## src/hdl/bct_pkg.sv

```systemverilog
// ----------------------------------------------------------------------------
// bct_pkg
// Shared types, opcode codes and target encodings for the bytecode translator.
// ----------------------------------------------------------------------------
`default_nettype none

package bct_pkg;

  // source opcodes
  localparam logic [7:0] OP_MOV     = 8'h00;
  localparam logic [7:0] OP_ADD     = 8'h01;
  localparam logic [7:0] OP_FADD    = 8'h03;
  localparam logic [7:0] OP_FMUL    = 8'h04;
  localparam logic [7:0] OP_SEND    = 8'h20;
  localparam logic [7:0] OP_BARRIER = 8'h30;

  // target first dwords
  localparam logic [31:0] TGT_MOV     = 32'h5000_0001;
  localparam logic [31:0] TGT_ADD     = 32'h4000_0001;
  localparam logic [31:0] TGT_FMUL    = 32'h4600_0001;
  localparam logic [31:0] TGT_SEND    = 32'h4200_0000;
  localparam logic [31:0] TGT_BARRIER = 32'h7000_0000;

  localparam logic [9:0] BARRIER_CTRL = 10'h00F;

  // up to four source bytes of one instruction, or of several at packet end, byte 0 in the low lane
  typedef struct packed {
    logic [3:0][7:0] bytes;
    logic [2:0]      cnt;
    logic            last;
  } group_t;

  typedef struct packed {
    logic [31:0] word0;
    logic [9:0]  word1;
    logic [9:0]  word2;
    logic [9:0]  word3;
    logic        was_unknown;
    logic [2:0]  used;
  } result_t;

  function automatic logic [2:0] op_length(input logic [7:0] op);
    logic [2:0] len;
    unique case (op)
      OP_MOV:                             len = 3'd3;
      OP_ADD, OP_FADD, OP_FMUL, OP_SEND:  len = 3'd4;
      OP_BARRIER:                         len = 3'd2;
      default:                            len = 3'd1;
    endcase
    return len;
  endfunction

  function automatic logic [9:0] reg_field(input logic [7:0] b);
    return {b[5:0], 4'b0000};
  endfunction

endpackage

`default_nettype wire

```

## src/hdl/bytecode_opcode_translator_unit.sv

```systemverilog
// ----------------------------------------------------------------------------
// bytecode_opcode_translator_unit
// Translates a bytecode packet, one byte per request, into 62-bit target
// instructions, one result per decoded source instruction.
// ----------------------------------------------------------------------------
//  channel   dir  payload
//  s_*       in   tdata: byte_value; tlast: last_byte
//  m_*       out  tdata: word0..word3; tuser: was_unknown, run_last;
//                 tlast: packet_end
//
//  One byte accepted per cycle while s_tready is high; a completed group goes
//  to the group register, and its result then to the output register.
//  The packet's last byte may produce up to four results, sent one per cycle
//  by the group register unless the output stalls; it takes no new byte until
//  its final result moves. Output stalls back up through the output register
//  into the input side. rst clears the held-byte count, group and output valid.
// ----------------------------------------------------------------------------
`default_nettype none

module bytecode_opcode_translator_unit (
  input  wire logic        clk,
  input  wire logic        rst,
  input  wire logic        s_tvalid,
  output logic             s_tready,
  input  wire logic [7:0]  s_tdata,   // [7:0] byte_value
  input  wire logic        s_tlast,   // last_byte
  output logic             m_tvalid,
  input  wire logic        m_tready,
  output logic [63:0]      m_tdata,   // [31:0] word0, [41:32] word1, [51:42] word2,
                                      // [61:52] word3, [63:62] zero
  output logic [1:0]       m_tuser,   // [0] was_unknown, [1] run_last
  output logic             m_tlast    // packet_end
);

  bct_pkg::group_t  cand;
  bct_pkg::group_t  grp;
  bct_pkg::result_t dec;
  logic             emit;
  logic             accept;
  logic             grp_valid;
  logic             out_load;
  logic             grp_final;

  bct_gather u_gather (
    .clk        (clk),
    .rst        (rst),
    .accept     (accept),
    .byte_value (s_tdata),
    .last_byte  (s_tlast),
    .grp        (cand),
    .emit       (emit)
  );

  bct_decode u_decode (
    .grp (grp),
    .res (dec)
  );

  assign out_load  = grp_valid && (!m_tvalid || m_tready);
  assign grp_final = (dec.used == grp.cnt);
  assign s_tready  = !grp_valid || (out_load && grp_final);
  assign accept    = s_tvalid && s_tready;

  always_ff @(posedge clk) begin
    if (rst) begin
      grp_valid <= 1'b0;
    end else if (accept && emit) begin
      grp_valid <= 1'b1;
    end else if (out_load && grp_final) begin
      grp_valid <= 1'b0;
    end
  end

  // consumed bytes shift out so the decoder always looks at lane 0
  always_ff @(posedge clk) begin
    if (accept && emit) begin
      grp <= cand;
    end else if (out_load) begin
      grp.bytes <= grp.bytes >> {dec.used, 3'b000};
      grp.cnt   <= grp.cnt - dec.used;
    end
  end

  always_ff @(posedge clk) begin
    if (rst) begin
      m_tvalid <= 1'b0;
    end else if (out_load) begin
      m_tvalid <= 1'b1;
    end else if (m_tready) begin
      m_tvalid <= 1'b0;
    end
  end

  always_ff @(posedge clk) begin
    if (out_load) begin
      m_tdata <= {2'b00, dec.word3, dec.word2, dec.word1, dec.word0};
      m_tuser <= {grp_final, dec.was_unknown};
      m_tlast <= grp_final && grp.last;
    end
  end

  a_grp_not_empty : assert property (@(posedge clk) disable iff (rst)
    grp_valid |-> (grp.cnt != 3'd0 && grp.cnt <= 3'd4))
    else $error("group register holds no bytes");

  a_take_only_on_final : assert property (@(posedge clk) disable iff (rst)
    (accept && grp_valid) |-> (out_load && grp_final))
    else $error("byte taken while a group still has results pending");

  a_end_is_run_last : assert property (@(posedge clk) disable iff (rst)
    (m_tvalid && m_tlast) |-> m_tuser[1])
    else $error("packet end without run end");

  a_unknown_is_zero : assert property (@(posedge clk) disable iff (rst)
    (m_tvalid && m_tuser[0]) |-> (m_tdata == 64'd0))
    else $error("no-op result carries data");

endmodule

`default_nettype wire

```

## src/hdl/bct_gather.sv

```systemverilog
// ----------------------------------------------------------------------------
// bct_gather
// Holds bytes of an unfinished instruction and forms an instruction group
// once it is complete or the packet ends.
// ----------------------------------------------------------------------------
`default_nettype none

module bct_gather (
  input  wire logic            clk,
  input  wire logic            rst,
  input  wire logic            accept,
  input  wire logic [7:0]      byte_value,
  input  wire logic            last_byte,
  output bct_pkg::group_t      grp,
  output logic                 emit
);

  logic [7:0] held [3];
  logic [1:0] held_count;
  logic [2:0] n;
  logic [2:0] len;

  always_comb begin
    grp.bytes[0] = (held_count == 2'd0) ? byte_value : held[0];
    grp.bytes[1] = (held_count == 2'd1) ? byte_value :
                   (held_count > 2'd1)  ? held[1]    : 8'h00;
    grp.bytes[2] = (held_count == 2'd2) ? byte_value :
                   (held_count == 2'd3) ? held[2]    : 8'h00;
    grp.bytes[3] = (held_count == 2'd3) ? byte_value : 8'h00;
    n            = {1'b0, held_count} + 3'd1;
    len          = bct_pkg::op_length(grp.bytes[0]);
    grp.cnt      = n;
    grp.last     = last_byte;
    emit         = last_byte || (n >= len);
  end

  always_ff @(posedge clk) begin
    if (rst) begin
      held_count <= 2'd0;
    end else if (accept) begin
      held_count <= emit ? 2'd0 : n[1:0];
    end
  end

  // incomplete instruction: at most three bytes are ever held
  always_ff @(posedge clk) begin
    if (accept && !emit && held_count != 2'd3) begin
      held[held_count] <= byte_value;
    end
  end

endmodule

`default_nettype wire

```

## src/hdl/bct_decode.sv

```systemverilog
// ----------------------------------------------------------------------------
// bct_decode
// Decodes the instruction at the head of a group into one target word set.
// ----------------------------------------------------------------------------
`default_nettype none

module bct_decode (
  input  wire bct_pkg::group_t grp,
  output bct_pkg::result_t     res
);

  logic [7:0] op;
  logic [2:0] len;

  always_comb begin
    op  = grp.bytes[0];
    len = bct_pkg::op_length(op);
    res = '0;
    // unknown opcode, or too few bytes left: no-op that eats one byte
    if (len > grp.cnt || len == 3'd1) begin
      res.was_unknown = 1'b1;
      res.used        = 3'd1;
    end else begin
      res.used = len;
      unique case (op)
        bct_pkg::OP_MOV: begin
          res.word0 = bct_pkg::TGT_MOV;
          res.word1 = bct_pkg::reg_field(grp.bytes[1]);
          res.word2 = bct_pkg::reg_field(grp.bytes[2]);
        end
        bct_pkg::OP_ADD, bct_pkg::OP_FADD, bct_pkg::OP_FMUL: begin
          res.word0 = (op == bct_pkg::OP_FMUL) ? bct_pkg::TGT_FMUL : bct_pkg::TGT_ADD;
          res.word1 = bct_pkg::reg_field(grp.bytes[1]);
          res.word2 = bct_pkg::reg_field(grp.bytes[2]);
          res.word3 = bct_pkg::reg_field(grp.bytes[3]);
        end
        bct_pkg::OP_SEND: begin
          res.word0 = bct_pkg::TGT_SEND;
          res.word3 = {2'b00, grp.bytes[3]};
        end
        default: begin
          res.word0 = bct_pkg::TGT_BARRIER;
          res.word3 = bct_pkg::BARRIER_CTRL;
        end
      endcase
    end
  end

endmodule

`default_nettype wire

```

## config.mk

```make
export PLATFORM = sky130hd
export DESIGN_NAME = bytecode_opcode_translator_unit
export DESIGN_NICKNAME = d
export VERILOG_FILES = /design/src/hdl/bct_pkg.sv /design/src/hdl/bytecode_opcode_translator_unit.sv /design/src/hdl/bct_gather.sv /design/src/hdl/bct_decode.sv
export SDC_FILE = /design/constraint.sdc
export NUM_CORES = 1
export LEC_CHECK = 0
export BUFFER_PORTS_ARGS = -buffer_cell sky130_fd_sc_hd__buf_2
export CORE_MARGIN = 2
export CORE_UTILIZATION = 51
export CTS_CLUSTER_DIAMETER = 30
export CTS_CLUSTER_SIZE = 28
export DETAILED_ROUTE_END_ITERATION = 16
export PLACE_DENSITY = 0.76
export SETUP_SLACK_MARGIN = 0.4
export SLEW_MARGIN = 25
export SYNTH_ARGS = -nofsm -noshare
export SYNTH_HDL_FRONTEND = slang
export SYNTH_SLANG_ARGS = --single-unit
```

## constraint.sdc

```tcl
create_clock -name clk -period 5.1 [get_ports clk]
set_input_delay 0.51 -clock clk [delete_from_list [all_inputs] [get_ports clk]]
set_output_delay 0.51 -clock clk [all_outputs]
set_load 0.05 [all_outputs]
```

After elaboration in Yosys (flattened, before gate mapping)
Memory sizes are Yosys's and may differ from the RTL's.
Cells that the tools add are included.
{ "word_totals": {"register_bits": 105, "output_inout_bits": 69, "ram_bits": 24, "in_bits": 13, "memories": 1} }
{ "op_classes": {"n_mux": 22, "shift": 1, "reduce_logical": 25, "n_bitwise": 1, "n_eq_ne": 16, "n_addsub": 2, "n_lt_le_gt_ge": 3} }
{ "memory_table": {"columns": ["name", "words", "word_bits", "rd", "rd_clocked_by_memory_dff", "write_ports", "line", "source"], "rows": [
  ["u_gather.held", 3, 8, 3, 0, 1, "bct_gather.sv:18", "logic [7:0] held [3];"]
]} }
{ "op_table": {"columns": ["cell", "n"], "rows": [
  ["one-hot mux 32 bit (3 select lines)", 1],
  ["two-way mux 35 bit", 2],
  ["two-way mux 8 bit", 6],
  ["equality test 8 x 6 -> 1 bit (second input constant)", 4],
  ["right shift 32 x 6 -> 32 bit", 1],
  ["one-hot mux 10 bit (3 select lines)", 1],
  ["two-way mux 27 bit", 1],
  ["one-hot mux 3 bit (3 select lines)", 2],
  ["equality test 8 x 1 -> 1 bit (second input constant)", 2],
  ["equality test 8 x 2 -> 1 bit (second input constant)", 2],
  ["equality test 8 x 3 -> 1 bit (second input constant)", 2],
  ["zero test 8 bit", 2],
  ["OR reduction 4 bit", 3],
  ["logical AND 1 bit", 7],
  ["two-way mux 1 bit", 7],
  ["nonzero test 2 bit", 3],
  ["equality test 2 bit (second input constant)", 2],
  ["logical OR 1 bit", 4],
  ["adder 2 x 1 -> 3 bit (second input constant)", 1],
  ["equality test 3 x 1 -> 1 bit (second input constant)", 1],
  ["equality test 3 bit", 1],
  [">= comparator 3 bit", 1],
  ["greater-than comparator 3 bit", 1],
  ["zero test 1 bit", 3],
  ["10 further kinds", 10]
]} }

Longest topological paths before layout
Gate-level depths: netlist (run 1).
{ "depth": {"word_depth": 14, "depth_mapped": 21, "ltp_nobuf": 17} }

Cells and area by module
Synthesis (run 1) repeated with hierarchy kept, for this count alone.
{ "hier_totals": {"cells_unflattened": 493, "hier_area_um2": 6486.2} }
{ "modules_own_cells": {"columns": ["mod", "instances", "area_each_um2", "cells_per_inst"], "rows": [
  ["bytecode_opcode_translator_unit", 1, 4272.8, 255],
  ["bct_gather", 1, 1405.1, 108],
  ["bct_decode", 1, 808.3, 130]
]} }

Least setup slack after synthesis (run 1)
No wires, ideal clock.
{ "synth_path": {"kind": "register to register", "startpoint": "reg grp[8] (netlist name)", "endpoint": "mem u_gather.held[0][0] (enable)", "required_ns": 4.702, "path_stages_with_launch": 18, "setup_slack_ns": -0.401, "arrival_time_ns": 5.103, "period_less_slack_ns": 5.501, "cell_sequence": "edfxtp_1 -> or4_4 -> a211o_4 -> nand2_4 -> ha_1 -> inv_1 -> a211oi_2 -> o21ai_1 -> clkbuf_1 -> ha_1 -> nand2_1 -> or3_1 -> o31a_1 -> o211a_1 -> buf_2 -> inv_2 -> nand2_1 -> nor4b_1"} }
{ "synth_via": {"elab_chain_len": 14, "elab_cells_between_ends": 20} }
{ "synth_rtl": {"columns": ["item", "line", "source"], "rows": [
  ["equality test 8 x 1 -> 1 bit, or another cell as far along", "bct_pkg.sv:44", "unique case (op)"],
  ["OR reduction 4 bit", "bct_pkg.sv:44", null],
  ["one-hot mux 3 bit (3 select lines) *", "bct_pkg.sv:44", null],
  ["greater-than comparator 3 bit / equality test 3 x 1 -> 1 bit (equally long branches)", "bct_decode.sv:20", "if (len > grp.cnt || len == 3'd1) begin"],
  ["logical OR 1 bit", "bct_decode.sv:20", null],
  ["two-way mux 3 bit *", "bct_decode.sv:20", null],
  ["equality test 3 bit *", "bytecode_opcode_translator_unit.sv:60", "assign grp_final = (dec.used == grp.cnt);"],
  ["logical AND 1 bit *", "bytecode_opcode_translator_unit.sv:61", "assign s_tready = !grp_valid || (out_load && grp_final);"],
  ["logical OR 1 bit *", "bytecode_opcode_translator_unit.sv:61", null],
  ["net s_tready", "bytecode_opcode_translator_unit.sv:24", "output logic s_tready,"],
  ["logical AND 1 bit *", "bytecode_opcode_translator_unit.sv:62", "assign accept = s_tvalid && s_tready;"],
  ["logical AND 1 bit * (2 in a row)", "bct_gather.sv:47", "if (accept && !emit && held_count != 2'd3) begin"],
  ["two-way mux 1 bit *", "bct_gather.sv:47", null],
  ["two-way mux 1 bit (not written as such) *", "bct_gather.sv:48", "held[held_count] <= byte_value;"],
  ["to (decl)", "bct_gather.sv:18", null]
]} }
Mark *: on every way through the listed nets, which the timed path passes. The rest lies on a longest branch.

Final worst setup path (run 1)
{ "layout_path": {"startpoint": "reg grp[7] (netlist name)", "endpoint": "out s_tready"} }
{ "layout_via": {"elab_chain_len": 9, "elab_cells_between_ends": 15} }
{ "layout_rtl": {"columns": ["item", "line"], "rows": [
  ["equality test 8 x 1 -> 1 bit, or another cell as far along", "bct_pkg.sv:44"],
  ["OR reduction 4 bit", "bct_pkg.sv:44"],
  ["one-hot mux 3 bit (3 select lines) *", "bct_pkg.sv:44"],
  ["greater-than comparator 3 bit / equality test 3 x 1 -> 1 bit (equally long branches)", "bct_decode.sv:20"],
  ["logical OR 1 bit", "bct_decode.sv:20"],
  ["two-way mux 3 bit *", "bct_decode.sv:20"],
  ["equality test 3 bit *", "bytecode_opcode_translator_unit.sv:60"],
  ["logical AND 1 bit *", "bytecode_opcode_translator_unit.sv:61"],
  ["logical OR 1 bit *", "bytecode_opcode_translator_unit.sv:61"],
  ["to (decl)", "bytecode_opcode_translator_unit.sv:24"]
]} }
Mark *: on every way between the ends. The rest lies on a longest branch, timed or not.

==> flow_results.xml, run 1 <==
<?xml version="1.0" encoding="UTF-8"?>
<metrics>
  <group name="yosys">
    <metric name="synth_cell_type_count" unit="">59</metric>
    <metric name="synth_largest_area_cell" unit="">sky130_fd_sc_hd__edfxtp_1</metric>
    <metric name="compound_gate_portion_of_the_synthesized_area" unit="%">13.1</metric>
    <metric name="postSynthAreaPerCell" unit="sq um">12.5</metric>
    <metric name="number_of_synthesized_flops_with_an_enable_pin" unit="">91</metric>
    <metric name="synth_xor_area_share" unit="%">0.877</metric>
    <metric name="synthArstFlopShare" unit="%">0</metric>
    <metric name="cell_area_after_synthesis" unit="sq um">4990</metric>
    <metric name="dominantRegCellSynth" unit="">sky130_fd_sc_hd__edfxtp_1</metric>
    <metric name="yosys_register_bits" unit="">95</metric>
    <metric name="sequential_element_share_of_the_synthesized_area" unit="%">56.3</metric>
    <metric name="cells_after_synthesis" unit="">398</metric>
    <metric name="synth.area.mux_share" unit="%">7.32</metric>
    <metric name="post_synth_fa_ha_maj_area_fraction" unit="%">3.41</metric>
    <metric name="ys.warnings.count" unit="">0</metric>
    <metric name="synth_top_cell_area_share" unit="%">54.7</metric>
    <metric name="cell_types_occupying_the_most_area_after_synthesis" unit="">sky130_fd_sc_hd__edfxtp_1, sky130_fd_sc_hd__mux2i_1, sky130_fd_sc_hd__buf_4</metric>
    <metric name="yosys.area_share.simple" unit="%">10.5</metric>
    <metric name="synth_top_family_by_area" unit="">compound AO/OA/AOI/OAI gates</metric>
  </group>
  <group name="sta">
    <metric name="worst_hold_slack" unit="ns">0.349</metric>
    <metric name="layout_min_cycle_time" unit="ns">4.52</metric>
    <metric name="max_clock_freq" unit="GHz">0.221</metric>
    <metric name="worstMarginPinSlew" unit="ns">0.708</metric>
    <metric name="worst_case_headroom_to_the_max_slew_limit" unit="%">52.8</metric>
    <metric name="timing_max_transition_violations_final" unit="">0</metric>
    <metric name="setup_total_negative_slack" unit="ns">0</metric>
    <metric name="minimum_setup_slack_in_the_final_design" unit="ns">0.579</metric>
    <metric name="setup_viol_count_final" unit="">0</metric>
    <metric name="finalHoldViolCount" unit="">0</metric>
    <metric name="setup_repair_after_global_routing_missed_its_margin" unit="">false</metric>
    <metric name="timing.final.crit_share" unit="%">88.6</metric>
    <metric name="worst_setup_skew_after_layout" unit="ns">0.0135</metric>
  </group>
  <group name="final_layout">
    <metric name="nets_finish" unit="">475</metric>
    <metric name="filler_cell_count" unit="">825</metric>
    <metric name="layout-drive-gt1-share" unit="%">21.6</metric>
    <metric name="area_delta_synth_final" unit="%">10.4</metric>
    <metric name="num_antenna_cells" unit="">0</metric>
    <metric name="post_layout_nonfiller_instances" unit="">587</metric>
  </group>
  <group name="global_route">
    <metric name="grt_busiest_layer" unit="">met2</metric>
    <metric name="use_met3" unit="%">4.75</metric>
    <metric name="met2_track_utilization_from_global_routing" unit="%">31.2</metric>
    <metric name="grtUsageMet1" unit="%">26.2</metric>
    <metric name="globalRoute.totalOverflow" unit="">0</metric>
    <metric name="number_of_antenna_violations_at_the_first_check_in_global_routing" unit="">0</metric>
    <metric name="grt_first_pass_wirelength" unit="um">15300</metric>
    <metric name="globalRouteTotalUtil" unit="%">19.4</metric>
    <metric name="grt_max_degree" unit="">32</metric>
    <metric name="grt_pass1_vias" unit="">2932</metric>
  </group>
  <group name="pwr">
    <metric name="power.switching" unit="uW">785</metric>
    <metric name="internal-power" unit="uW">1410</metric>
    <metric name="leakage" unit="uW">0.00220</metric>
    <metric name="vdd.ir_drop.worst" unit="mV">0.194</metric>
    <metric name="proportion_of_power_drawn_by_the_clock_network" unit="%">21.3</metric>
    <metric name="seqPwrFrac" unit="%">48.9</metric>
    <metric name="sw_frac_of_total" unit="%">35.8</metric>
    <metric name="power_per_cell_area" unit="nW/um^2">398</metric>
    <metric name="combinationalPowerShare" unit="%">29.8</metric>
  </group>
  <group name="route">
    <metric name="antenna_left" unit="">0</metric>
    <metric name="remaining_drc_errors" unit="">0</metric>
    <metric name="post_drt_via_cell_ratio" unit="">5.38</metric>
    <metric name="route.final.wire_length" unit="um">9750</metric>
    <metric name="vias" unit="">3157</metric>
    <metric name="detailed_routing_iterations_pass_1" unit="">5</metric>
    <metric name="dr.first_iter.drc_count" unit="">241</metric>
    <metric name="detailed_route_wire_length_per_cell" unit="um">16.6</metric>
  </group>
  <group name="setup_path">
    <metric name="worst_ep_required_time" unit="ns">4.59</metric>
    <metric name="cpLargestDelayFamily" unit="">compound AO/OA/AOI/OAI gates</metric>
    <metric name="setup.worst_path.start" unit="">grp[7]</metric>
    <metric name="cpPeakStageDelay" unit="ns">0.59</metric>
    <metric name="timing.critical_path.cells" unit="">or4_4 &gt; a211o_4 &gt; nand2_8 &gt; ha_1 &gt; inv_1 &gt; a211oi_4 &gt; a2bb2oi_4 &gt; inv_1 &gt; ha_1 &gt; nand2_1 &gt; or3_1 &gt; o31a_1 &gt; o211a_2 &gt; inv_6 &gt; buf_4</metric>
    <metric name="reg2reg_from" unit="">grp[7]</metric>
    <metric name="data_arrival_time_at_the_worst_slack_endpoint" unit="ns">4.01</metric>
    <metric name="critPathLaunchType" unit="">flip-flop</metric>
    <metric name="cp-end-kind" unit="">primary output</metric>
    <metric name="ff2ff_setup_slack" unit="ns">0.63</metric>
    <metric name="timing.critical_path.buf_inv" unit="">4</metric>
    <metric name="worstPathMaxFanout" unit="">10</metric>
    <metric name="worst_path_cell_with_the_longest_stage_delay" unit="">sky130_fd_sc_hd__or4_4</metric>
    <metric name="criticalPathCategory" unit="">reg2out</metric>
  </group>
  <group name="place">
    <metric name="port_buffers" unit="">45</metric>
    <metric name="placedCellCount" unit="">567</metric>
    <metric name="place_congestion" unit="">0.890</metric>
    <metric name="dp_slack" unit="ns">0.370</metric>
    <metric name="post-dp-hpwl" unit="um">7120</metric>
  </group>
  <group name="clock_tree">
    <metric name="tritoncts_clock_tree" unit="">built</metric>
    <metric name="clk_pin_slew" unit="ns">0.09</metric>
    <metric name="clockBufferDepth" unit="">2</metric>
    <metric name="tritoncts.num_buffers" unit="">9</metric>
    <metric name="worst_skew_pair.late_latency" unit="ns">0.37</metric>
    <metric name="cts.sink_count" unit="">95</metric>
    <metric name="cts_h_tree_lvls" unit="">3</metric>
    <metric name="clock-root-buffer" unit="">sky130_fd_sc_hd__clkbuf_8</metric>
  </group>
  <group name="floorplanning">
    <metric name="die_area" unit="sq um">10600</metric>
    <metric name="placementRows" unit="">36</metric>
    <metric name="die-width" unit="um">103</metric>
    <metric name="die_h" unit="um">103</metric>
    <metric name="top_level_ports" unit="">82</metric>
    <metric name="placeableCoreArea" unit="sq um">9640</metric>
    <metric name="floorplan.initialDensity" unit="%">51.8</metric>
  </group>
  <group name="outcome">
    <metric name="status" unit="">complete, no violations</metric>
  </group>
  <group name="run">
    <metric name="timing.max_cap.violations" unit="">0</metric>
  </group>
  <group name="hold_path">
    <metric name="hp-start" unit="">s_tlast</metric>
    <metric name="timing.hold.worst.class" unit="">in2reg</metric>
  </group>
</metrics>
==> area by class of cell <==
cell class                      count  area [sq um]  area share [%]
Inverter                           16          65.1            1.18
Tap cell                          133           166            3.02
Timing Repair Buffer               56           310            5.63
Sequential cell                    95          2810            51.0
Clock inverter                      7          61.3            1.11
Clock buffer                        9           124            2.25
Multi-Input combinational cell    271          1970            35.8
==> power by group through the flow <==
stage / logic, uW / registers (uW) / clock network, uW
global placement: 614 / 1090 / 0
detailed placement: 622 / 1090 / 0
finish: 654 / 1070 / 467
global route: 706 / 1090 / 509
CTS: 644 / 1070 / 477
floorplan: 453 / 1150 / 0
==> metrics by stage <==
step	total power, uW	utilization [%]	instance area [sq um]
4_1_cts	2190	57.0	5500
6_report	2190	57.2	5510
3_5_place_dp	1710	54.9	5290
2_1_floorplan	1600	-	5200
5_1_grt	2300	57.2	5510
3_3_place_gp	1700	54.8	5280
==> per-layer routing <==
metal / wire length [um] / up-vias
met4: 203 / 0
met5: 0 / -
met2: 4650 / 111
met3: 491 / 19
li1: - / 1521
met1: 4410 / 1506
==> placed cells by master (no fill, tap or decap), types with 12 or more instances in the layout <==
master	instances
sky130_fd_sc_hd__conb_1	36
sky130_fd_sc_hd__a22oi_1	22
sky130_fd_sc_hd__buf_2	44
sky130_fd_sc_hd__inv_1	15
sky130_fd_sc_hd__ha_1	12
sky130_fd_sc_hd__and2_1	15
sky130_fd_sc_hd__nor2_1	18
sky130_fd_sc_hd__nand2_1	22
sky130_fd_sc_hd__buf_4	12
sky130_fd_sc_hd__mux2i_1	32
sky130_fd_sc_hd__edfxtp_1	91
==> cell usage after synthesis, drive strengths merged, types with 2 or more instances <==
master / count
o21ai: 5
nor2b: 3
nand2: 24
a21boi: 8
edfxtp: 91
a211o: 3
a211oi: 2
a22oi: 23
ha: 12
or2: 3
clkbuf: 5
or3: 3
a21oi: 5
dfxtp: 4
and3: 9
and2: 15
mux2: 4
o22ai: 10
xor2: 4
nand3: 3
or4: 2
o22a: 7
a22o: 3
a21o: 7
buf: 46
o211a: 2
nand2b: 4
nor4: 4
nor2: 19
inv: 16
mux2i: 32
nor3: 7
==> path summary, 6_finish.rpt <==
check                                end  depth (start not counted)
worst min-delay path              grp[0]                          1
worst min register to register  m_tvalid                          2
worst max-delay path            s_tready                         15
worst max register to register    grp[5]                         16
==> cells by family after synthesis <==
logic type      Yosys count
simple gates             98
flops                    95
compound gates           83
buf+inv                  67
mux                      36
fa+ha+maj                13
xor+xnor                  5
other cells               1
==> flip-flops by register name, summed over array words and instances, names as in the netlist <==
register / count
m_tlast: 1
m_tdata: 28
m_tvalid: 1
grp: 36
u_gather.held: 24
u_gather.held_count: 2
m_tuser: 2
grp_valid: 1
==> repair_timing <==
item                                    CTS  global route
hold buffers                              0             0
resized for setup                         2             1
endpoints found under the setup margin   11            44
pin swaps                                 1             0
setup buffers                             2             2
Note: power is estimated with default switching activity, not from simulation.
==> inputs of run 2 (changes only) <==
--- a/config.mk
+++ b/config.mk
@@ -11,7 +11,7 @@
 export CTS_CLUSTER_DIAMETER = 30
 export CTS_CLUSTER_SIZE = 28
 export DETAILED_ROUTE_END_ITERATION = 16
-export PLACE_DENSITY = 0.76
+export PLACE_DENSITY = 0.79
 export SETUP_SLACK_MARGIN = 0.4
 export SLEW_MARGIN = 25
 export SYNTH_ARGS = -nofsm -noshare
==> run 2 against run 1 <==
Utilization up 0.53 points. Global-route usage up 0.53 points. Worst hold slack worse by 0.0091 ns. Sequential power about the same. Power up 3.9%. Clock skew up 0.0025 ns. First-iteration DRC count up 51%. Largest power group unchanged. Critical path type unchanged. Critical endpoint unchanged. Highest routed layer unchanged. Routed wire length up 1.8%. Cell count up 0.17%.
==> flow_results.xml, run 2 (synthesis results as in run 1) <==
<?xml version="1.0" encoding="UTF-8"?>
<metrics>
  <group name="final_layout">
    <metric name="final_common_cell" unit="">sky130_fd_sc_hd__edfxtp_1</metric>
    <metric name="num_antenna_cells" unit="">0</metric>
    <metric name="largest_reg_flops" unit="">36</metric>
    <metric name="largest_register" unit="">grp</metric>
    <metric name="layout_top_registers" unit="">grp: 36 flops, m_tdata: 28 flops, u_gather.held: 24 flops</metric>
    <metric name="most-common-layout-cells" unit="">sky130_fd_sc_hd__edfxtp_1, sky130_fd_sc_hd__buf_2, sky130_fd_sc_hd__conb_1</metric>
    <metric name="layout-drive-gt1-share" unit="%">21.8</metric>
    <metric name="area_delta_synth_final" unit="%">11.4</metric>
    <metric name="nets_finish" unit="">476</metric>
  </group>
  <group name="place">
    <metric name="port_buffers" unit="">45</metric>
    <metric name="place_congestion" unit="">0.888</metric>
    <metric name="post-dp-hpwl" unit="um">7150</metric>
  </group>
  <group name="setup_path">
    <metric name="data_arrival_time_at_the_worst_slack_endpoint" unit="ns">4.03</metric>
    <metric name="timing.critical_path.buf_inv" unit="">4</metric>
    <metric name="worst_path_cell_with_the_longest_stage_delay" unit="">sky130_fd_sc_hd__or4_4</metric>
    <metric name="worst_ep_required_time" unit="ns">4.59</metric>
    <metric name="timing.critical_path.cells" unit="">or4_4 &gt; a211o_4 &gt; nand2_8 &gt; ha_1 &gt; inv_1 &gt; a211oi_4 &gt; a2bb2oi_4 &gt; inv_1 &gt; ha_1 &gt; nand2_1 &gt; or3_1 &gt; o31a_1 &gt; o211a_4 &gt; inv_6 &gt; buf_6</metric>
    <metric name="cpLargestDelayFamily" unit="">compound AO/OA/AOI/OAI gates</metric>
    <metric name="cp-end-kind" unit="">primary output</metric>
    <metric name="worstPathMaxFanout" unit="">10</metric>
    <metric name="cpPeakStageDelay" unit="ns">0.59</metric>
    <metric name="criticalPathCategory" unit="">reg2out</metric>
    <metric name="critPathLaunchType" unit="">flip-flop</metric>
  </group>
  <group name="pwr">
    <metric name="sw_frac_of_total" unit="%">35.6</metric>
    <metric name="vdd.ir_drop.worst" unit="mV">0.183</metric>
    <metric name="power.switching" unit="uW">810</metric>
    <metric name="power_per_cell_area" unit="nW/um^2">409</metric>
    <metric name="proportion_of_power_drawn_by_the_clock_network" unit="%">23.4</metric>
    <metric name="leakage" unit="uW">0.00222</metric>
    <metric name="combinationalPowerShare" unit="%">29.6</metric>
    <metric name="seqPwrFrac" unit="%">47.0</metric>
    <metric name="internal-power" unit="uW">1470</metric>
  </group>
  <group name="floorplanning">
    <metric name="die_h" unit="um">103</metric>
    <metric name="placeableCoreArea" unit="sq um">9640</metric>
    <metric name="placementRows" unit="">36</metric>
    <metric name="top_level_ports" unit="">82</metric>
    <metric name="floorplan.initialDensity" unit="%">51.8</metric>
    <metric name="die_area" unit="sq um">10600</metric>
    <metric name="die-width" unit="um">103</metric>
  </group>
  <group name="clock_tree">
    <metric name="cts_hold_repair.buffers" unit="">0</metric>
    <metric name="worst_skew_pair.late_latency" unit="ns">0.38</metric>
    <metric name="clockBufferDepth" unit="">2</metric>
    <metric name="clk_pin_slew" unit="ns">0.10</metric>
    <metric name="tritoncts.num_buffers" unit="">9</metric>
    <metric name="clock-root-buffer" unit="">sky130_fd_sc_hd__clkbuf_8</metric>
    <metric name="cts_h_tree_lvls" unit="">3</metric>
    <metric name="cts.sink_count" unit="">95</metric>
    <metric name="tritoncts_clock_tree" unit="">built</metric>
  </group>
  <group name="sta">
    <metric name="setup_viol_count_final" unit="">0</metric>
    <metric name="setup_repair_after_global_routing_missed_its_margin" unit="">false</metric>
    <metric name="layout_min_cycle_time" unit="ns">4.54</metric>
    <metric name="worstMarginPinSlew" unit="ns">1.06</metric>
    <metric name="worst_hold_slack" unit="ns">0.340</metric>
    <metric name="finalHoldViolCount" unit="">0</metric>
    <metric name="timing_max_transition_violations_final" unit="">0</metric>
    <metric name="max_clock_freq" unit="GHz">0.220</metric>
    <metric name="setup_total_negative_slack" unit="ns">0</metric>
    <metric name="timing.final.crit_share" unit="%">89.1</metric>
    <metric name="worst_setup_skew_after_layout" unit="ns">0.0161</metric>
    <metric name="worst_case_headroom_to_the_max_slew_limit" unit="%">29.2</metric>
  </group>
  <group name="route">
    <metric name="vias" unit="">3197</metric>
    <metric name="remaining_drc_errors" unit="">0</metric>
    <metric name="antenna_left" unit="">0</metric>
    <metric name="detailed_route_wire_length_per_cell" unit="um">16.9</metric>
    <metric name="detailed_routing_iterations_pass_1" unit="">5</metric>
    <metric name="dr.first_iter.drc_count" unit="">365</metric>
    <metric name="post_drt_via_cell_ratio" unit="">5.44</metric>
    <metric name="route.final.wire_length" unit="um">9930</metric>
  </group>
  <group name="outcome">
    <metric name="status" unit="">complete, no violations</metric>
  </group>
  <group name="global_route">
    <metric name="grt_first_pass_wirelength" unit="um">15500</metric>
    <metric name="globalRouteTotalUtil" unit="%">19.9</metric>
    <metric name="grt_pass1_vias" unit="">2969</metric>
    <metric name="grt_max_degree" unit="">32</metric>
    <metric name="globalRoute.totalOverflow" unit="">0</metric>
    <metric name="number_of_antenna_violations_at_the_first_check_in_global_routing" unit="">0</metric>
  </group>
  <group name="run">
    <metric name="timing.max_cap.violations" unit="">0</metric>
  </group>
  <group name="hold_path">
    <metric name="timing.hold.worst.class" unit="">in2reg</metric>
  </group>
</metrics>
==> run 2: worst register-to-register path, stage by stage (launching register included) <==
cell and delay, ns:
sky130_fd_sc_hd__edfxtp_1 0.43, sky130_fd_sc_hd__or4_4 0.59, sky130_fd_sc_hd__a211o_4 0.34, sky130_fd_sc_hd__nand2_8 0.12, sky130_fd_sc_hd__ha_1 0.16, sky130_fd_sc_hd__inv_1 0.06
sky130_fd_sc_hd__a211oi_4 0.32, sky130_fd_sc_hd__a2bb2oi_4 0.17, sky130_fd_sc_hd__inv_1 0.06, sky130_fd_sc_hd__ha_1 0.29, sky130_fd_sc_hd__nand2_1 0.08, sky130_fd_sc_hd__or3_1 0.33
sky130_fd_sc_hd__o31a_1 0.26, sky130_fd_sc_hd__o211a_4 0.20, sky130_fd_sc_hd__nor2_2 0.31, sky130_fd_sc_hd__buf_4 0.21, sky130_fd_sc_hd__mux2_2 0.33
==> run 2: what timing repair did <==
item,4_1_cts,5_1_grt
pin swaps,1,1
buffers inserted,2,2
gates resized for setup,3,4
endpoints found under the setup margin,45,37
==> run 2: routing by layer <==
layer  up-vias  wire [um]  GRT usage (%)
met1      1535       4180           26.5
met3        18        682           4.61
met2       119       4890           31.4
met4         0        177           8.50
li1       1525          -              -
met5         -          0              0
==> run 2: cell type report <==
class,count,area (sq um)
Clock inverter,7,83.8
Sequential cell,95,2810
Clock buffer,9,124
Multi-Input combinational cell,271,1990
Timing Repair Buffer,57,322
Tap cell,133,166
Fill cell,791,4080
Inverter,16,65.1
==> run 2: stage by stage <==
| step | utilization [%] | instances | worst slack (ns) | area [sq um] | power (uW) |
|---|---|---|---|---|---|
| CTS | 57.3 | 586 | 0.490 | 5530 | 2250 |
| global route | 57.7 | 588 | 0.385 | 5560 | 2380 |
| global placement | 55.0 | 568 | 0.505 | 5300 | 1700 |
| detailed placement | 55.0 | 568 | 0.321 | 5300 | 1710 |
| finish | 57.7 | 588 | 0.558 | 5560 | 2280 |
| floorplan | - | 433 | 0.421 | 5200 | 1600 |
==> run 2: path summary, 6_finish.rpt <==
path / startpoint / end / depth (start not counted) / slack [ns]
worst max register to register: grp[7] / grp[3] / 16 / 0.60
worst max-delay path: grp[7] / s_tready / 15 / 0.56
worst min-delay path: s_tlast / grp[0] / 1 / 0.34
worst min register to register: grp_valid / m_tvalid / 2 / 0.52
==> run 2: power groups by stage <==
| stage | Clock [uW] | Combinational (uW) | Sequential (uW) |
|---|---|---|---|
| CTS | 536 | 648 | 1070 |
| global placement | 0 | 613 | 1080 |
| global route | 566 | 729 | 1080 |
| floorplan | 0 | 453 | 1150 |
| detailed placement | 0 | 624 | 1090 |
| finish | 533 | 675 | 1070 |
==> inputs of run 3 (changes only) <==
--- a/config.mk
+++ b/config.mk
@@ -12,6 +12,7 @@
 export CTS_CLUSTER_SIZE = 28
 export DETAILED_ROUTE_END_ITERATION = 16
 export PLACE_DENSITY = 0.79
+export RECOVER_POWER = 100
 export SETUP_SLACK_MARGIN = 0.4
 export SLEW_MARGIN = 25
 export SYNTH_ARGS = -nofsm -noshare
==> run 3 against run 2 <==
The run now ends with capacitance limit, slew limit left. Fmax down 3.5%. Clock skew grew 0.00074 ns. Routed wire length up 0.80%. First-iteration DRC count decreased by 18%. Design area is 1.7% lower. Clock-buffer cell count stayed put.
==> flow_results.xml, run 3 (synthesis results as in run 1) <==
<?xml version="1.0" encoding="UTF-8"?>
<metrics>
  <group name="outcome">
    <metric name="status" unit="">finished with violations</metric>
    <metric name="failed_checks" unit="">capacitance limit, slew limit</metric>
  </group>
  <group name="run">
    <metric name="timing.max_cap.violations" unit="">1</metric>
  </group>
  <group name="setup_path">
    <metric name="cp-end-kind" unit="">flip-flop</metric>
    <metric name="worstPathMaxFanout" unit="">13</metric>
    <metric name="worstSetupEndpoint" unit="">grp[12]</metric>
    <metric name="ff2ff_setup_slack" unit="ns">0.39</metric>
    <metric name="cp_num_cells" unit="">16</metric>
    <metric name="timing.critical_path.mode_cell" unit="">sky130_fd_sc_hd__ha_1</metric>
    <metric name="worst_ep_required_time" unit="ns">5.21</metric>
    <metric name="reg2reg_from" unit="">grp[7]</metric>
    <metric name="critPathLaunchType" unit="">flip-flop</metric>
    <metric name="timing.critical_path.cells" unit="">or4_1 &gt; a211o_1 &gt; nand2_8 &gt; ha_1 &gt; inv_1 &gt; a211oi_4 &gt; buf_4 &gt; o21ai_0 &gt; ha_1 &gt; nand2_1 &gt; or3_1 &gt; o31a_1 &gt; o211a_4 &gt; nor2_2 &gt; clkbuf_2 &gt; a21boi_0</metric>
    <metric name="timing.critical_path.buf_inv" unit="">3</metric>
    <metric name="rr_endpoint" unit="">grp[12]</metric>
    <metric name="cpLargestDelayFamily" unit="">compound AO/OA/AOI/OAI gates</metric>
    <metric name="worst_path_cell_with_the_longest_stage_delay" unit="">sky130_fd_sc_hd__or4_1</metric>
    <metric name="criticalPathCategory" unit="">reg2reg</metric>
    <metric name="worstRegToRegCells" unit="">16</metric>
    <metric name="cpPeakStageDelay" unit="ns">0.60</metric>
    <metric name="setup.worst_path.start" unit="">grp[7]</metric>
    <metric name="data_arrival_time_at_the_worst_slack_endpoint" unit="ns">4.81</metric>
  </group>
  <group name="clock_tree">
    <metric name="cts_h_tree_lvls" unit="">3</metric>
    <metric name="clock-root-buffer" unit="">sky130_fd_sc_hd__clkbuf_8</metric>
    <metric name="clockBufferDepth" unit="">2</metric>
    <metric name="clk_pin_slew" unit="ns">0.11</metric>
    <metric name="cts_hold_repair.buffers" unit="">0</metric>
    <metric name="cts.sink_count" unit="">95</metric>
    <metric name="tritoncts.num_buffers" unit="">9</metric>
    <metric name="worst_skew_pair.late_latency" unit="ns">0.38</metric>
    <metric name="tritoncts_clock_tree" unit="">built</metric>
  </group>
  <group name="pwr">
    <metric name="total_power" unit="uW">2260</metric>
    <metric name="leakage" unit="uW">0.00207</metric>
    <metric name="power_per_cell_area" unit="nW/um^2">412</metric>
    <metric name="vdd.ir_drop.worst" unit="mV">0.182</metric>
  </group>
  <group name="sta">
    <metric name="worstMarginPinSlew" unit="ns">1.65</metric>
    <metric name="timing.final.crit_share" unit="%">92.3</metric>
    <metric name="setup_total_negative_slack" unit="ns">0</metric>
    <metric name="worst_case_headroom_to_the_max_slew_limit" unit="%">-10.2</metric>
    <metric name="max_clock_freq" unit="GHz">0.213</metric>
    <metric name="worst_setup_skew_after_layout" unit="ns">0.0168</metric>
    <metric name="setup_viol_count_final" unit="">0</metric>
    <metric name="layout_min_cycle_time" unit="ns">4.71</metric>
    <metric name="finalHoldViolCount" unit="">0</metric>
    <metric name="timing_max_transition_violations_final" unit="">32</metric>
    <metric name="setup_repair_after_global_routing_missed_its_margin" unit="">false</metric>
  </group>
  <group name="final_layout">
    <metric name="sequential_cell_area" unit="sq um">2810</metric>
    <metric name="post_layout_nonfiller_instances" unit="">588</metric>
    <metric name="layout-drive-gt1-share" unit="%">10.8</metric>
    <metric name="final_common_cell" unit="">sky130_fd_sc_hd__edfxtp_1</metric>
    <metric name="multi_input_comb_area" unit="sq um">1970</metric>
    <metric name="area_delta_synth_final" unit="%">9.55</metric>
    <metric name="nets_finish" unit="">476</metric>
    <metric name="largest_reg_flops" unit="">36</metric>
    <metric name="layout_top_registers" unit="">grp: 36 flops, m_tdata: 28 flops, u_gather.held: 24 flops</metric>
    <metric name="num_antenna_cells" unit="">0</metric>
    <metric name="most-common-layout-cells" unit="">sky130_fd_sc_hd__edfxtp_1, sky130_fd_sc_hd__clkbuf_1, sky130_fd_sc_hd__conb_1</metric>
    <metric name="filler_cell_count" unit="">822</metric>
    <metric name="largest_register" unit="">grp</metric>
  </group>
  <group name="place">
    <metric name="port_buffers" unit="">45</metric>
    <metric name="placedCellCount" unit="">568</metric>
    <metric name="post-dp-hpwl" unit="um">7150</metric>
    <metric name="place_congestion" unit="">0.888</metric>
  </group>
  <group name="route">
    <metric name="detailed_routing_iterations_pass_1" unit="">5</metric>
    <metric name="remaining_drc_errors" unit="">0</metric>
    <metric name="route.final.wire_length" unit="um">10000</metric>
    <metric name="detailed_route_wire_length_per_cell" unit="um">17.0</metric>
    <metric name="antenna_left" unit="">0</metric>
    <metric name="vias" unit="">3244</metric>
    <metric name="dr.first_iter.drc_count" unit="">298</metric>
    <metric name="post_drt_via_cell_ratio" unit="">5.52</metric>
  </group>
  <group name="floorplanning">
    <metric name="die_area" unit="sq um">10600</metric>
    <metric name="floorplan.initialDensity" unit="%">51.8</metric>
    <metric name="die-width" unit="um">103</metric>
    <metric name="die_h" unit="um">103</metric>
    <metric name="top_level_ports" unit="">82</metric>
    <metric name="placementRows" unit="">36</metric>
    <metric name="placeableCoreArea" unit="sq um">9640</metric>
  </group>
  <group name="global_route">
    <metric name="number_of_antenna_violations_at_the_first_check_in_global_routing" unit="">0</metric>
    <metric name="globalRoute.totalOverflow" unit="">0</metric>
    <metric name="grt_pass1_vias" unit="">2969</metric>
    <metric name="grt_max_degree" unit="">32</metric>
    <metric name="grt_first_pass_wirelength" unit="um">15500</metric>
    <metric name="globalRouteTotalUtil" unit="%">19.9</metric>
  </group>
  <group name="hold_path">
    <metric name="timing.hold.worst.class" unit="">in2reg</metric>
  </group>
</metrics>
## run 3: cell types whose count changed in the layout (fill, tap and decap cells not counted), moves of 5 or more
cell / before / now
sky130_fd_sc_hd__a21boi_1: 7 / 1
sky130_fd_sc_hd__and2_1: 15 / 6
sky130_fd_sc_hd__buf_4: 12 / 7
sky130_fd_sc_hd__clkbuf_1: 0 / 45
sky130_fd_sc_hd__buf_2: 44 / 3
sky130_fd_sc_hd__and2_0: 0 / 9
sky130_fd_sc_hd__a21boi_0: 0 / 6
## run 3: cell type report
class                   instances  share of cell area [%]
inverters                      16                    1.19
clock buffers                   9                    2.26
flip-flops and latches         95                    51.4
repair buffers                 57                    4.62
well taps                     133                    3.04
multi-input cells             271                    35.9
clock inverters                 7                    1.53
## run 3: report_power, final
| group | internal [uW] | total [uW] | switching, uW | leakage (uW) |
|---|---|---|---|---|
| sequential | 997 | 1070 | 75.2 | 0.000914 |
| clock | 238 | 531 | 293 | 0.000108 |
| combinational | 215 | 652 | 438 | 0.00105 |
## run 3: worst min-delay path by stage
stage	startpoint	end	depth (start not counted)
floorplan	grp_valid	m_tvalid	2
global placement	grp[0]	m_tlast	1
detailed placement	grp[0]	m_tlast	1
CTS	s_tlast	grp[0]	1
global route	s_tlast	grp[0]	1
finish	rst	grp_valid	2
## run 3: metal layers
metal / up-vias / GRT usage, % / share of wire [%]
li1: 1531 / - / -
met2: 135 / 31.4 / 48
met5: - / 0 / 0
met1: 1552 / 26.5 / 44
met3: 26 / 4.61 / 6.2
met4: 0 / 8.50 / 2.2
## run 3: metrics by stage
stage	setup WS, ns	hold WS (ns)	area, sq um	util (%)
after CTS	0.490	0.337	5530	57.3
final	0.395	0.379	5470	56.7
after detailed placement	0.321	0.506	5300	55.0
after floorplan	0.421	0.455	5200	-
after global placement	0.505	0.515	5300	55.0
after global routing	0.208	0.378	5470	56.7
## run 3: repair_timing
action | 4_1_cts | 5_1_grt
setup endpoints to repair | 45 | 37
endpoints found under the hold margin | 0 | 0
pin swaps | 1 | 1
gates cloned | 0 | 0
setup buffers | 2 | 2
resized for setup | 3 | 4
